[src/sv/uvcpd_pkg.sv]
`default_nettype none

package uvcpd_pkg;

	localparam int unsigned MAX_PACKET_BYTES = 1024;
	localparam int unsigned MIN_HEADER       = 2;
	localparam int unsigned FLAG_ERR_BIT     = 6;
	localparam int unsigned FLAG_EOF_BIT     = 1;

	localparam logic [10:0] POS_MAX   = '1;
	localparam logic [22:0] CAP_LIMIT = 23'd4194304;
	localparam logic [22:0] CAP_RESET = 23'd614400;

	typedef struct packed {
		logic [7:0]  payload_byte;
		logic        first_of_packet;
		logic        last_of_packet;
		logic [10:0] packet_length;
		logic        packet_error;
		logic        buffer_ready;
	} beat_t;

	typedef struct packed {
		logic  valid;
		beat_t beat;
	} stage_t;

endpackage

`default_nettype wire

[src/sv/uvcpd_in_stage.sv]
`default_nettype none

module uvcpd_in_stage import uvcpd_pkg::*; (
	input  wire logic        clk,
	input  wire logic        arst_n,
	input  wire logic        in_valid,
	output logic             in_stall,
	input  wire logic [7:0]  payload_byte,
	input  wire logic        first_of_packet,
	input  wire logic        last_of_packet,
	input  wire logic [10:0] packet_length,
	input  wire logic        packet_error,
	input  wire logic        buffer_ready,
	input  wire logic        take,
	output stage_t           s1
);

	logic  valid_s1;
	beat_t beat_s1;
	logic  accept;

	assign in_stall = valid_s1 && !take;
	assign accept   = in_valid && !in_stall;

	always_ff @(posedge clk or negedge arst_n) begin
		if (!arst_n) begin
			valid_s1 <= 1'b0;
		end else if (accept) begin
			valid_s1 <= 1'b1;
		end else if (take) begin
			valid_s1 <= 1'b0;
		end
	end

	always_ff @(posedge clk) begin
		if (accept) begin
			beat_s1.payload_byte    <= payload_byte;
			beat_s1.first_of_packet <= first_of_packet;
			beat_s1.last_of_packet  <= last_of_packet;
			beat_s1.packet_length   <= packet_length;
			beat_s1.packet_error    <= packet_error;
			beat_s1.buffer_ready    <= buffer_ready;
		end
	end

	assign s1.valid = valid_s1;
	assign s1.beat  = beat_s1;

endmodule

`default_nettype wire

[src/sv/uvcpd_core.sv]
`default_nettype none

module uvcpd_core import uvcpd_pkg::*; #(
	parameter int unsigned MAX_PKT_BYTES = MAX_PACKET_BYTES
) (
	input  wire logic        clk,
	input  wire logic        arst_n,
	input  wire logic        cfg_write_en,
	input  wire logic [22:0] cfg_write_data,
	input  wire stage_t      s1,
	output logic             take,
	output logic             out_valid,
	input  wire logic        out_stall,
	output logic             write_valid,
	output logic [7:0]       write_data,
	output logic [21:0]      write_offset,
	output logic             frame_done,
	output logic [22:0]      frame_bytes
);

	logic [22:0] cap_q;
	logic [10:0] byte_position_q;
	logic [7:0]  header_length_q;
	logic        eof_seen_q;
	logic        drop_q;
	logic [22:0] bytes_used_q;

	logic        out_free;
	logic        fire;
	logic [22:0] cap;
	logic [10:0] pos;
	logic [7:0]  hl;
	logic        drop_first;
	logic        drop_cur;
	logic        eof_cur;
	logic        hdr_ok;
	logic        active;
	logic        drop_n;
	logic        eof_n;
	logic        wv;
	logic        fd;
	logic [22:0] bytes_after;
	logic        has_result;
	beat_t       b;

	assign b        = s1.beat;
	assign out_free = !out_valid || !out_stall;
	assign take     = out_free;
	assign fire     = s1.valid && out_free;

	assign cap = (cap_q > CAP_LIMIT) ? CAP_LIMIT : cap_q;
	assign pos = b.first_of_packet ? 11'd0 : byte_position_q;
	assign hl  = b.first_of_packet ? b.payload_byte : header_length_q;

	assign drop_first = b.packet_error || !b.buffer_ready ||
		(b.packet_length < 11'(MIN_HEADER)) ||
		({1'b0, b.packet_length} > 12'(MAX_PKT_BYTES)) ||
		(b.payload_byte < 8'(MIN_HEADER)) ||
		({3'b000, b.payload_byte} > b.packet_length);

	assign drop_cur = b.first_of_packet ? drop_first : drop_q;
	assign eof_cur  = b.first_of_packet ? 1'b0 : eof_seen_q;
	assign hdr_ok   = hl >= 8'(MIN_HEADER);
	assign active   = hdr_ok && !drop_cur && (pos < b.packet_length);

	always_comb begin
		drop_n = drop_cur;
		eof_n  = eof_cur;
		if (active && pos == 11'd1) begin
			if (b.payload_byte[FLAG_ERR_BIT]) begin
				drop_n = 1'b1;
			end else begin
				eof_n = b.payload_byte[FLAG_EOF_BIT];
			end
		end
	end

	assign wv = active && (pos >= 11'(MIN_HEADER)) && (pos >= {3'b000, hl}) &&
		(bytes_used_q < cap);
	assign bytes_after = bytes_used_q + 23'(wv);
	assign fd = b.last_of_packet && hdr_ok && !drop_n && eof_n && (bytes_after != 23'd0);
	assign has_result = wv || fd;

	always_ff @(posedge clk or negedge arst_n) begin
		if (!arst_n) begin
			cap_q           <= CAP_RESET;
			byte_position_q <= '0;
			header_length_q <= '0;
			eof_seen_q      <= 1'b0;
			drop_q          <= 1'b0;
			bytes_used_q    <= '0;
			out_valid       <= 1'b0;
		end else begin
			if (cfg_write_en) begin
				cap_q <= cfg_write_data;
			end
			if (out_free) begin
				out_valid <= fire && has_result;
			end
			if (fire) begin
				drop_q       <= drop_n;
				bytes_used_q <= fd ? 23'd0 : bytes_after;
				if (b.last_of_packet) begin
					byte_position_q <= '0;
					header_length_q <= '0;
					eof_seen_q      <= 1'b0;
				end else begin
					byte_position_q <= (pos < POS_MAX) ? pos + 11'd1 : POS_MAX;
					header_length_q <= hl;
					eof_seen_q      <= eof_n;
				end
			end
		end
	end

	always_ff @(posedge clk) begin
		if (fire && has_result && out_free) begin
			write_valid  <= wv;
			write_data   <= wv ? b.payload_byte : 8'd0;
			write_offset <= wv ? bytes_used_q[21:0] : 22'd0;
			frame_done   <= fd;
			frame_bytes  <= fd ? bytes_after : 23'd0;
		end
	end

endmodule

`default_nettype wire

[src/sv/uvc_payload_deframer_top.sv]
// UVC payload deframer: takes one packet byte per beat and emits frame
// buffer writes and frame-done reports. Sustains one input beat per clock
// while the output is not stalled; a beat passes an input register and the
// single-pass header/payload logic into the result register, which drives
// the outputs. Beats that produce nothing (header bytes, dropped or
// truncated bytes) yield no output beat. Output stall backs up to in_stall
// only when both registers are full. buffer_capacity is written through
// cfg_write_en/cfg_write_data; the user must write it only while the block
// is idle, as the block itself does not enforce this.
`default_nettype none

module uvc_payload_deframer_top import uvcpd_pkg::*; #(
	parameter int unsigned MAX_PKT_BYTES = MAX_PACKET_BYTES
) (
	input  wire logic        clk,
	input  wire logic        arst_n,
	input  wire logic        cfg_write_en,
	input  wire logic [22:0] cfg_write_data,
	input  wire logic        in_valid,
	output logic             in_stall,
	input  wire logic [7:0]  payload_byte,
	input  wire logic        first_of_packet,
	input  wire logic        last_of_packet,
	input  wire logic [10:0] packet_length,
	input  wire logic        packet_error,
	input  wire logic        buffer_ready,
	output logic             out_valid,
	input  wire logic        out_stall,
	output logic             write_valid,
	output logic [7:0]       write_data,
	output logic [21:0]      write_offset,
	output logic             frame_done,
	output logic [22:0]      frame_bytes
);

	stage_t s1;
	logic   take;

	uvcpd_in_stage u_in_stage (
		.clk             (clk),
		.arst_n          (arst_n),
		.in_valid        (in_valid),
		.in_stall        (in_stall),
		.payload_byte    (payload_byte),
		.first_of_packet (first_of_packet),
		.last_of_packet  (last_of_packet),
		.packet_length   (packet_length),
		.packet_error    (packet_error),
		.buffer_ready    (buffer_ready),
		.take            (take),
		.s1              (s1)
	);

	uvcpd_core #(
		.MAX_PKT_BYTES (MAX_PKT_BYTES)
	) u_core (
		.clk            (clk),
		.arst_n         (arst_n),
		.cfg_write_en   (cfg_write_en),
		.cfg_write_data (cfg_write_data),
		.s1             (s1),
		.take           (take),
		.out_valid      (out_valid),
		.out_stall      (out_stall),
		.write_valid    (write_valid),
		.write_data     (write_data),
		.write_offset   (write_offset),
		.frame_done     (frame_done),
		.frame_bytes    (frame_bytes)
	);

`ifndef SYNTHESIS
	a_stall_only_when_full: assert property (@(posedge clk) disable iff (!arst_n)
		in_stall |-> (s1.valid && out_valid && out_stall))
		else $error("input stalled while result register free");

	a_result_nonempty: assert property (@(posedge clk) disable iff (!arst_n)
		out_valid |-> (write_valid || frame_done))
		else $error("output beat carries neither write nor frame done");

	a_idle_write_zero: assert property (@(posedge clk) disable iff (!arst_n)
		(out_valid && !write_valid) |-> (write_data == 8'd0 && write_offset == 22'd0))
		else $error("write fields set without write_valid");

	a_frame_nonempty: assert property (@(posedge clk) disable iff (!arst_n)
		(out_valid && frame_done) |-> (frame_bytes != 23'd0))
		else $error("frame done reported for empty frame");
`endif

endmodule

`default_nettype wire

[config.mk]
export PLATFORM = sky130hd
export DESIGN_NAME = uvc_payload_deframer_top
export DESIGN_NICKNAME = d
export VERILOG_FILES = /design/src/sv/uvcpd_pkg.sv /design/src/sv/uvcpd_in_stage.sv /design/src/sv/uvcpd_core.sv /design/src/sv/uvc_payload_deframer_top.sv
export SDC_FILE = /design/constraint.sdc
export NUM_CORES = 1
export LEC_CHECK = 0
export ABC_AREA = 1
export BUFFER_PORTS_ARGS = -buffer_cell sky130_fd_sc_hd__buf_2
export CAP_MARGIN = 0
export CORE_ASPECT_RATIO = 0.9
export CORE_UTILIZATION = 45
export DETAILED_ROUTE_END_ITERATION = 12
export PLACE_DENSITY = 0.7
export SETUP_SLACK_MARGIN = 0.4
export SYNTH_ARGS = -nofsm -noshare
export SYNTH_HDL_FRONTEND = slang
export SYNTH_SLANG_ARGS = --single-unit
[constraint.sdc]
create_clock -name clk -period 10.2 [get_ports clk]
set_input_delay 1.53 -clock clk [delete_from_list [all_inputs] [get_ports clk]]
set_output_delay 1.53 -clock clk [all_outputs]
set_load 0.02 [all_outputs]
* After elaboration in Yosys (flattened, before gate mapping)
Index checks and enable logic that the tools add are counted.
** Cells by class
- $add $sub $neg :: 2
- Multipliers :: 0
- Divide/modulo/power cells :: 0
- Magnitude comparators :: 11
- Equal/unequal tests :: 1
- Shift operators :: 0
- Multiplexer cells :: 16
- Bitwise gates (word level) :: 0
- Reductions and logical operators :: 31
** Operators with widths (number)
- two-way mux 23 bit :: 2
- two-way mux 11 bit :: 3
- adder 23 x 1 -> 23 bit :: 1
- greater-than comparator 23 bit, second input constant :: 1
- < comparator 23 bit :: 1
- nonzero test 23 bit :: 1
- two-way mux 8 bit :: 2
- logical AND 1 bit :: 15
- adder 11 x 1 -> 11 bit, second input constant :: 1
- equality test 11 x 1 -> 1 bit, second input constant :: 1
- greater-or-equal comparator 11 x 2 -> 1 bit, second input constant :: 1
- greater-or-equal comparator 11 x 8 -> 1 bit :: 1
- greater-than comparator 11 bit, second input constant :: 1
- greater-than comparator 8 x 11 -> 1 bit :: 1
- < comparator 11 bit :: 1
- < comparator 11 bit, second input constant :: 1
- < comparator 11 x 2 -> 1 bit, second input constant :: 1
- two-way mux 1 bit :: 9
- greater-or-equal comparator 8 x 2 -> 1 bit, second input constant :: 1
- < comparator 8 x 2 -> 1 bit, second input constant :: 1
- zero test 1 bit :: 7
- logical OR 1 bit :: 7
- nonzero test 2 bit :: 1
** Storage, ports and cells
- Register bits :: 147
- Latch bits :: 0
- RAM bits :: 0
- ROM bits :: 0
- Input port bits :: 51
- Output and inout port bits :: 57
- Memories :: 0

* Longest topological paths before layout
Gate-level depths: netlist (run 1).
- Depth after elaboration :: 19
- Gate-level depth with buffers :: 34

* Cells and area by module
Synthesis (run 1) repeated with hierarchy kept, for this count alone.
** Unflattened totals
- Cells, all modules :: 958
- Area, all modules :: 8040.2 µm²
** Modules (own cells, without submodules)
- uvcpd_core :: times used 1, cells each 927, area each 7284.5 µm²
- uvcpd_in_stage :: times used 1, cells each 31, area each 755.7 µm²

* Worst setup path before layout (run 1)
OpenSTA, ideal clock, no wires.
- Kind :: flip-flop to flip-flop
- Start point :: reg u_core.cap_q[21]
- End point :: reg u_core.frame_bytes[0], enable pin
- Arrival time :: 5050 ps
- Required time :: 9791 ps
- Path slack :: 4741 ps
- Stages on the path, launching flop included :: 33
- Path buffers :: 3
- Clock period less this slack :: 5459 ps
- Cell sequence :: dfrtp_1 > inv_1 > nand4_1 > nor2_1 > nand3_1 > nand2_1 > clkbuf_1 > nand2_1 > ha_1 > nand2_1 > nor4_1 > inv_1 > nor4_1 > nand2_1 > nand3_1 > buf_2 > inv_1 > ha_1 > ha_1 > nand3_1 > inv_2 > nand2_2 > nor2_1 > xor2_1 > nor2_1 > nand2_1 > nor2_1 > nand2_1 > nand3_2 > buf_6 > nand2_1 > nand2_1 > inv_1
** On the way
- Longest elaborated chain between the ends :: 10
** Ends and longest elaborated chain
- from (decl) :: RTL line uvcpd_core.sv:21 : logic [22:0] cap_q;
- from (signal assigned) :: RTL line uvcpd_core.sv:95 : cap_q <= cfg_write_data;
- greater-than comparator 23 bit :: RTL line uvcpd_core.sv:51 : assign cap = (cap_q > CAP_LIMIT) ? CAP_LIMIT : cap_q;
- two-way mux 23 bit * :: RTL line uvcpd_core.sv:51
- < comparator 23 bit * :: RTL line uvcpd_core.sv:79 : (bytes_used_q < cap);
- logical AND 1 bit * :: RTL line uvcpd_core.sv:78 : assign wv = active && (pos >= 11'(MIN_HEADER)) && (pos >= {3'b000, hl}) &&
- via u_core.wv :: RTL line uvcpd_core.sv:40 : logic wv;
- adder 23 x 1 -> 23 bit :: RTL line uvcpd_core.sv:80 : assign bytes_after = bytes_used_q + 23'(wv);
- nonzero test 23 bit :: RTL line uvcpd_core.sv:81 : assign fd = b.last_of_packet && hdr_ok && !drop_n && eof_n && (bytes_after != 23'd0);
- logical AND 1 bit :: RTL line uvcpd_core.sv:81
- logical OR 1 bit * :: RTL line uvcpd_core.sv:82 : assign has_result = wv || fd;
- logical AND 1 bit * (2 in series) :: RTL line uvcpd_core.sv:117 : if (fire && has_result && out_free) begin
- to (signal assigned) :: RTL line uvcpd_core.sv:122 : frame_bytes <= fd ? bytes_after : 23'd0;
- to (decl) :: RTL line uvcpd_core.sv:18 : output logic [22:0] frame_bytes
Mark *: on every way through the listed nets, which the timed path passes. The rest lies on a longest branch.
A chain may end at the register's enable or synchronous reset.

* Worst setup path after layout (run 1)
- Start point :: reg u_core.cap_q[21]
- End point :: reg u_core.frame_bytes[11], enable pin
The elaborated chain is that of the path after synthesis.

==> results of run 1 <==
[worst paths after layout]
path	from	to	slack, ns
worst max-delay path	u_core.cap_q[21]	u_core.frame_bytes[11]	3.41
worst min-delay path	u_core.byte_position_q[2]	u_core.byte_position_q[2]	0.50
worst max register to register	u_core.cap_q[21]	u_core.frame_bytes[11]	3.41
worst min register to register	u_core.byte_position_q[2]	u_core.byte_position_q[2]	0.50
max in group asynchronous	arst_n	u_core.cap_q[0]	8.31
min in group asynchronous	arst_n	u_core.bytes_used_q[2]	1.28
[metrics by stage]
step                util (%)  cell area (sq um)  power (mW)
CTS                     53.5               9420        1.46
global route            53.5               9420        1.51
floorplan                  -               8090       0.753
detailed placement      50.0               8800       0.798
finish                  53.5               9420        1.45
global placement        50.0               8800       0.795
[per-layer routing]
layer  vias up  global-route usage (%)  wire length (um)
met5         -                       0                 0
li1       3320                       -                 -
met4         0                    5.57               181
met3        13                    4.66              1330
met1      3023                    33.7              9580
met2       240                    30.6              7850
[power breakdown]
part	leakage (nW)	switching, mW	internal [mW]
Combinational	2.60	0.0820	0.0427
Sequential	1.69	0.0176	0.646
Clock	0.301	0.248	0.417
[state kept, by name, indices dropped and copies added, names as in the netlist]
register,cells
u_core.write_offset,22
u_in_stage.valid_s1,1
u_core.write_data,8
u_core.drop_q,1
u_core.cap_q,23
u_core.byte_position_q,11
u_core.frame_bytes,23
u_core.write_valid,1
u_core.bytes_used_q,23
u_core.header_length_q,8
u_in_stage.s1,23
u_core.out_valid,1
u_core.eof_seen_q,1
u_core.frame_done,1
[worst register-to-register path, delay by kind of cell (launching register included)]
kind          cells  cell delay (ns)
xor+xnor          1             0.23
fa+ha+maj         3             0.84
buf+inv           6             1.51
flops             1             0.38
simple gates     20             3.42
[synth_stat cells, types with 3 or more instances]
cell type,instances
dfstp_2,4
o21a_1,4
inv_1,145
o21bai_1,4
nand2_1,265
buf_6,4
nand3_1,51
inv_2,3
nor2_1,123
buf_4,5
nor3_1,9
o22ai_1,11
ha_1,53
edfxtp_1,78
nand4_1,13
o21ai_1,3
dfrtp_1,65
buf_2,3
clkbuf_1,15
a21oi_1,33
nor4_1,3
xor2_1,16
o21ai_0,38
[cells by family after synthesis]
kind of cell,count (synthesis)
and+or+nand+nor,474
DFF,147
xor gates and xnor gates,16
adders and majority gates,53
buffers and inverters,176
AOI/OAI and AO/OA,102
[area by class of cell]
type | count | area, sq um
Clock inverter | 12 | 180
Fill cell | 1689 | 8190
Tap cell | 240 | 300
Inverter | 149 | 559
Multi-Input combinational cell | 645 | 3310
Timing Repair Buffer | 110 | 558
Sequential cell | 147 | 4070
Clock buffer | 20 | 447
==> impl_metrics.py, run 1 <==
metrics = {
    "run_status": {
        "status": "finished clean",
    },
    "layout": {
        "final_cells": 1323,
        "area_growth_pct": 16.5,
        "layout_common_cells": "nand2_1 (265), inv_1 (144), nor2_1 (123)",
        "layout_commonest_cell": "nand2_1",
        "drive_gt1_share_pct": 14.6,
        "diodes": 0,
        "fin_nets": 1174,
    },
    "yosys": {
        "synthXorXnorAreaFrac_pct": 1.73,
        "netlist_area_sq_um": 8090,
        "synthAdderAreaFrac_pct": 8.19,
        "ys.flop_type": "edfxtp_1",
        "muxShareOfSynthArea_pct": 0,
        "yosysSeqAreaShare_pct": 50.3,
        "syn_inst": 968,
        "synth-compound-area-share_pct": 7.03,
        "synth_cell_types": 37,
        "synthArstFlopShare_pct": 46.9,
        "synth_area_leaders": "edfxtp_1 (29%), dfrtp_1 (20%), nand2_1 (12%)",
        "yosys_warnings": 0,
        "ys_ff_latch": 147,
        "synth_fp_nets": 1072,
        "synthSimpleGateAreaFrac_pct": 23.9,
        "synth_top_family_by_area": "simple AND/OR/NAND/NOR gates",
        "synth_edf_count": 78,
        "yosys.area.top_type_share_pct": 28.9,
        "synth_top_cell_by_area": "edfxtp_1",
        "syn_area_per_cell_sq_um": 8.36,
    },
    "route": {
        "antenna_left": 0,
        "wl_um": 19000,
        "drc": 0,
        "firstDrtPassIters": 9,
        "vias_per_cell": 4.99,
        "vias": 6596,
        "wl_per_cell_um": 14.3,
        "dr.first_iter.drc_count": 767,
    },
    "place": {
        "io_buffers": 107,
        "dp_hpwl_um": 14100,
        "routabilityCongestion": 0.963,
        "pre_cts_ws_ns": 3.37,
        "dpl.cell_count": 1291,
    },
    "setup_path": {
        "critPathCaptureType": "flop",
        "critical_path_cell_count": 30,
        "crit_type": "flop to flop",
        "path_delay_family": "simple AND/OR/NAND/NOR gates",
        "critPathSlowestCell": "inv_2",
        "required_ns": 10.25,
        "crit_fanout": 55,
        "worst-path-buf-inv": 6,
        "start_kind": "flop",
        "critPathMaxStageDelay_ns": 0.83,
        "r2r_cells": 30,
        "crit_top_cell": "nand2_1",
        "worstPathArrival_ns": 6.84,
    },
    "clock_tree": {
        "cts-resized-gates": 0,
        "hold_buffers": 0,
        "clk_pin_slew_ns": 0.06,
        "cts_tree": "yes",
        "root_buffer": "clkbuf_16",
        "cts.htree.levels": 4,
        "clock_latency_ns": 0.43,
        "clockBufferDepth": 2,
        "post_cts_buffers": 0,
        "cts_inserted_buffers": 17,
        "cts.sinks": 147,
    },
    "timing": {
        "relSlewSlack_pct": 25.5,
        "rsz0062_at_grt": "no",
        "tns_ns": 0,
        "hold_slack_ns": 0.499,
        "finalSetupViolations": 0,
        "period_share_pct": 66.6,
        "clock.fmax_mhz": 147,
        "period_needed_ns": 6.79,
        "hold_viol": 0,
        "finClkSkew_ns": 0.0115,
        "worst_pin_slew_ns": 1.12,
        "worst_slack_ns": 3.41,
        "report.final.slew_viol_count": 0,
    },
    "power": {
        "power.leakage_nw": 4.59,
        "p_per_area_nw_per_um2": 154,
        "peakVddDrop_mv": 0.0945,
    },
    "global_routing": {
        "grt_max_degree": 70,
        "grt_pass1_vias": 6029,
        "grt_usage_pct": 21.8,
        "antenna_found_initial": 0,
        "grt_pass1_wl_um": 30900,
        "grt.overflow.total": 0,
    },
    "die": {
        "dieArea_sq_um": 18500,
        "die_width_um": 143,
        "placementRows": 46,
        "initial_core_util_pct": 46.0,
        "coreArea_sq_um": 17600,
        "io_pins": 108,
        "die_y_um": 129,
    },
    "worst_hold_path": {
        "hp-class": "flop to flop",
        "whs_path_depth": 1,
    },
    "flow_run": {
        "cap_violations": 0,
    },
}
(Power assumes the default switching activity.)
==> run 2, diff against run 1 <==
- clock period: 10.2 -> 6.3 ns (I/O delays scaled with it)
==> run 2 against run 1 <==
The run now ends with DRC left; cell count grew 0.30%; clock skew down 0.0010 ns; worst setup slack worse by 2.3 ns; cell area down 0.19%; clock-buffer cell count did not move; sequential share of layout area up 0.081 points; register-to-register slack got worse by 2.3 ns; critical endpoint is now u_core.write_offset[11].
==> impl_metrics.py, run 2 (synthesized netlist as in run 1, its figures left out) <==
metrics = {
    "power": {
        "power.leakage_nw": 4.58,
        "peakVddDrop_mv": 0.160,
        "p_int_mw": 1.71,
        "p_per_area_nw_per_um2": 240,
        "power_mw": 2.26,
        "power_frac_seq_pct": 47.4,
        "combPwrFrac_pct": 9.0,
        "swShare_pct": 24.3,
        "clock_power_share_pct": 43.5,
        "p_sw_mw": 0.550,
    },
    "die": {
        "placementRows": 46,
        "io_pins": 108,
        "dieArea_sq_um": 18500,
        "die_y_um": 129,
        "initial_core_util_pct": 46.0,
        "die_width_um": 143,
        "coreArea_sq_um": 17600,
    },
    "timing": {
        "finalSetupViolations": 0,
        "clock.fmax_mhz": 193,
        "hold_viol": 0,
        "relSlewSlack_pct": 29.4,
        "tns_ns": 0,
        "worst_pin_slew_ns": 1.06,
        "period_needed_ns": 5.19,
        "report.final.slew_viol_count": 0,
        "worst_slack_ns": 1.11,
        "rsz0062_at_grt": "no",
        "period_share_pct": 82.3,
        "finClkSkew_ns": 0.0105,
    },
    "place": {
        "dp_hpwl_um": 13800,
        "pre_cts_ws_ns": 0.814,
        "routabilityCongestion": 0.902,
        "io_buffers": 107,
        "dpl.cell_count": 1295,
    },
    "worst_hold_path": {
        "whs_path_depth": 2,
        "worstHoldStart": "u_core.drop_q",
        "hp-class": "flop to flop",
        "whs_endpoint": "u_core.drop_q",
    },
    "layout": {
        "fin_nets": 1178,
        "layout_common_cells": "nand2_1 (265), inv_1 (144), nor2_1 (123)",
        "finish.utilization_pct": 53.4,
        "fillCellCount": 1659,
        "area_growth_pct": 16.2,
        "diodes": 0,
        "drive_gt1_share_pct": 14.7,
        "layout_commonest_cell": "nand2_1",
        "final_cells": 1327,
    },
    "route": {
        "drc": 1,
        "antenna_left": 0,
        "vias": 6533,
        "firstDrtPassIters": 9,
        "wl_um": 18400,
        "vias_per_cell": 4.92,
        "dr.first_iter.drc_count": 624,
        "wl_per_cell_um": 13.8,
    },
    "clock_tree": {
        "cts_tree": "yes",
        "cts_inserted_buffers": 17,
        "cts-resized-gates": 0,
        "root_buffer": "clkbuf_16",
        "clk_pin_slew_ns": 0.06,
        "cts.sinks": 147,
        "post_cts_buffers": 0,
        "clock_latency_ns": 0.42,
        "clockBufferDepth": 2,
        "cts.htree.levels": 4,
        "hold_buffers": 0,
    },
    "global_routing": {
        "grt_max_degree": 70,
        "grt.overflow.total": 0,
        "grt_usage_pct": 21.1,
        "grt_pass1_vias": 5956,
        "grt_pass1_wl_um": 30000,
        "antenna_found_initial": 0,
    },
    "setup_path": {
        "crit_fanout": 55,
        "critPathMaxStageDelay_ns": 0.54,
        "r2r_cells": 26,
        "critPathSlowestCell": "inv_4",
        "r2r_slack_ns": 1.11,
        "path_delay_family": "simple AND/OR/NAND/NOR gates",
        "r2r_end": "u_core.write_offset[11]",
        "crit_top_cell": "nand2_1",
        "crit_type": "flop to flop",
        "start_kind": "flop",
        "critPathCaptureType": "flop",
        "worstPathArrival_ns": 5.24,
        "worst-path-buf-inv": 3,
        "required_ns": 6.35,
        "regToRegStartpoint": "u_core.cap_q[21]",
    },
    "flow_run": {
        "cap_violations": 0,
    },
    "run_status": {
        "violations": "DRC",
        "status": "finished, violations left",
    },
}
==> run 2: final cells by class <==
| class | count | area, sq um | area share [%] |
|---|---|---|---|
| sequential | 147 | 4070 | 43.3 |
| tap | 240 | 300 | 3.19 |
| inverter | 149 | 562 | 5.97 |
| timing repair buffer | 114 | 588 | 6.25 |
| clock inverter | 12 | 130 | 1.38 |
| multi-input combinational | 645 | 3310 | 35.1 |
| clock buffer | 20 | 447 | 4.75 |
==> run 2: worst register-to-register path, stage by stage, from the launching register on <==
cell,delay (ns)
dfrtp_1,0.37
inv_1,0.08
nand4_1,0.10
nor2_1,0.13
nand3_1,0.08
nand2_1,0.45
nand2_1,0.13
ha_1,0.32
a21oi_1,0.15
o21a_1,0.14
o221ai_1,0.11
a21oi_1,0.16
nand3_1,0.13
inv_1,0.09
ha_1,0.23
ha_1,0.27
nand3_1,0.19
nor2_2,0.27
xor2_1,0.27
nor2_1,0.08
nand3_1,0.09
nor3_1,0.07
nand2_1,0.08
nand3_2,0.09
nand2_1,0.06
nand2_1,0.11
inv_4,0.54
==> run 2: how the worst max path moves through the flow <==
| stage | startpoint | to | slack [ns] | depth (start not counted) |
|---|---|---|---|---|
| 6_report | u_core.cap_q[21] | u_core.write_offset[11] | 1.11 | 26 |
| 5_1_grt | u_core.cap_q[21] | u_core.write_data[1] | 0.49 | 27 |
| 4_1_cts | u_core.cap_q[21] | u_core.write_data[1] | 0.77 | 26 |
| 3_5_place_dp | u_core.cap_q[21] | u_core.write_offset[6] | 0.81 | 26 |
| 3_3_place_gp | u_core.cap_q[20] | u_core.frame_bytes[5] | 0.80 | 26 |
| 2_1_floorplan | u_core.cap_q[21] | u_core.frame_bytes[0] | 0.84 | 32 |
==> run 2: power groups by stage <==
stage / sequential (mW) / clock [mW] / combinational [mW]
floorplan: 1.08 / 0 / 0.139
global placement: 1.09 / 0 / 0.202
detailed placement: 1.09 / 0 / 0.204
CTS: 1.07 / 1.00 / 0.205
global route: 1.08 / 1.04 / 0.239
finish: 1.07 / 0.984 / 0.205
==> run 2: metal layers <==
| layer | vias to the layer above | part of all wire (%) | track usage [%] |
|---|---|---|---|
| li1 | 3324 | - | - |
| met1 | 2969 | 51 | 32.4 |
| met2 | 220 | 41 | 29.8 |
| met3 | 20 | 6.7 | 3.77 |
| met4 | 0 | 1.5 | 7.07 |
| met5 | - | 0 | 0 |
==> run 2: metrics by stage <==
step	area [sq um]	hold WS, ns
finish	9410	0.490
global route	9410	0.531
CTS	9400	0.488
detailed placement	8830	0.467
global placement	8830	0.463
floorplan	8090	0.441
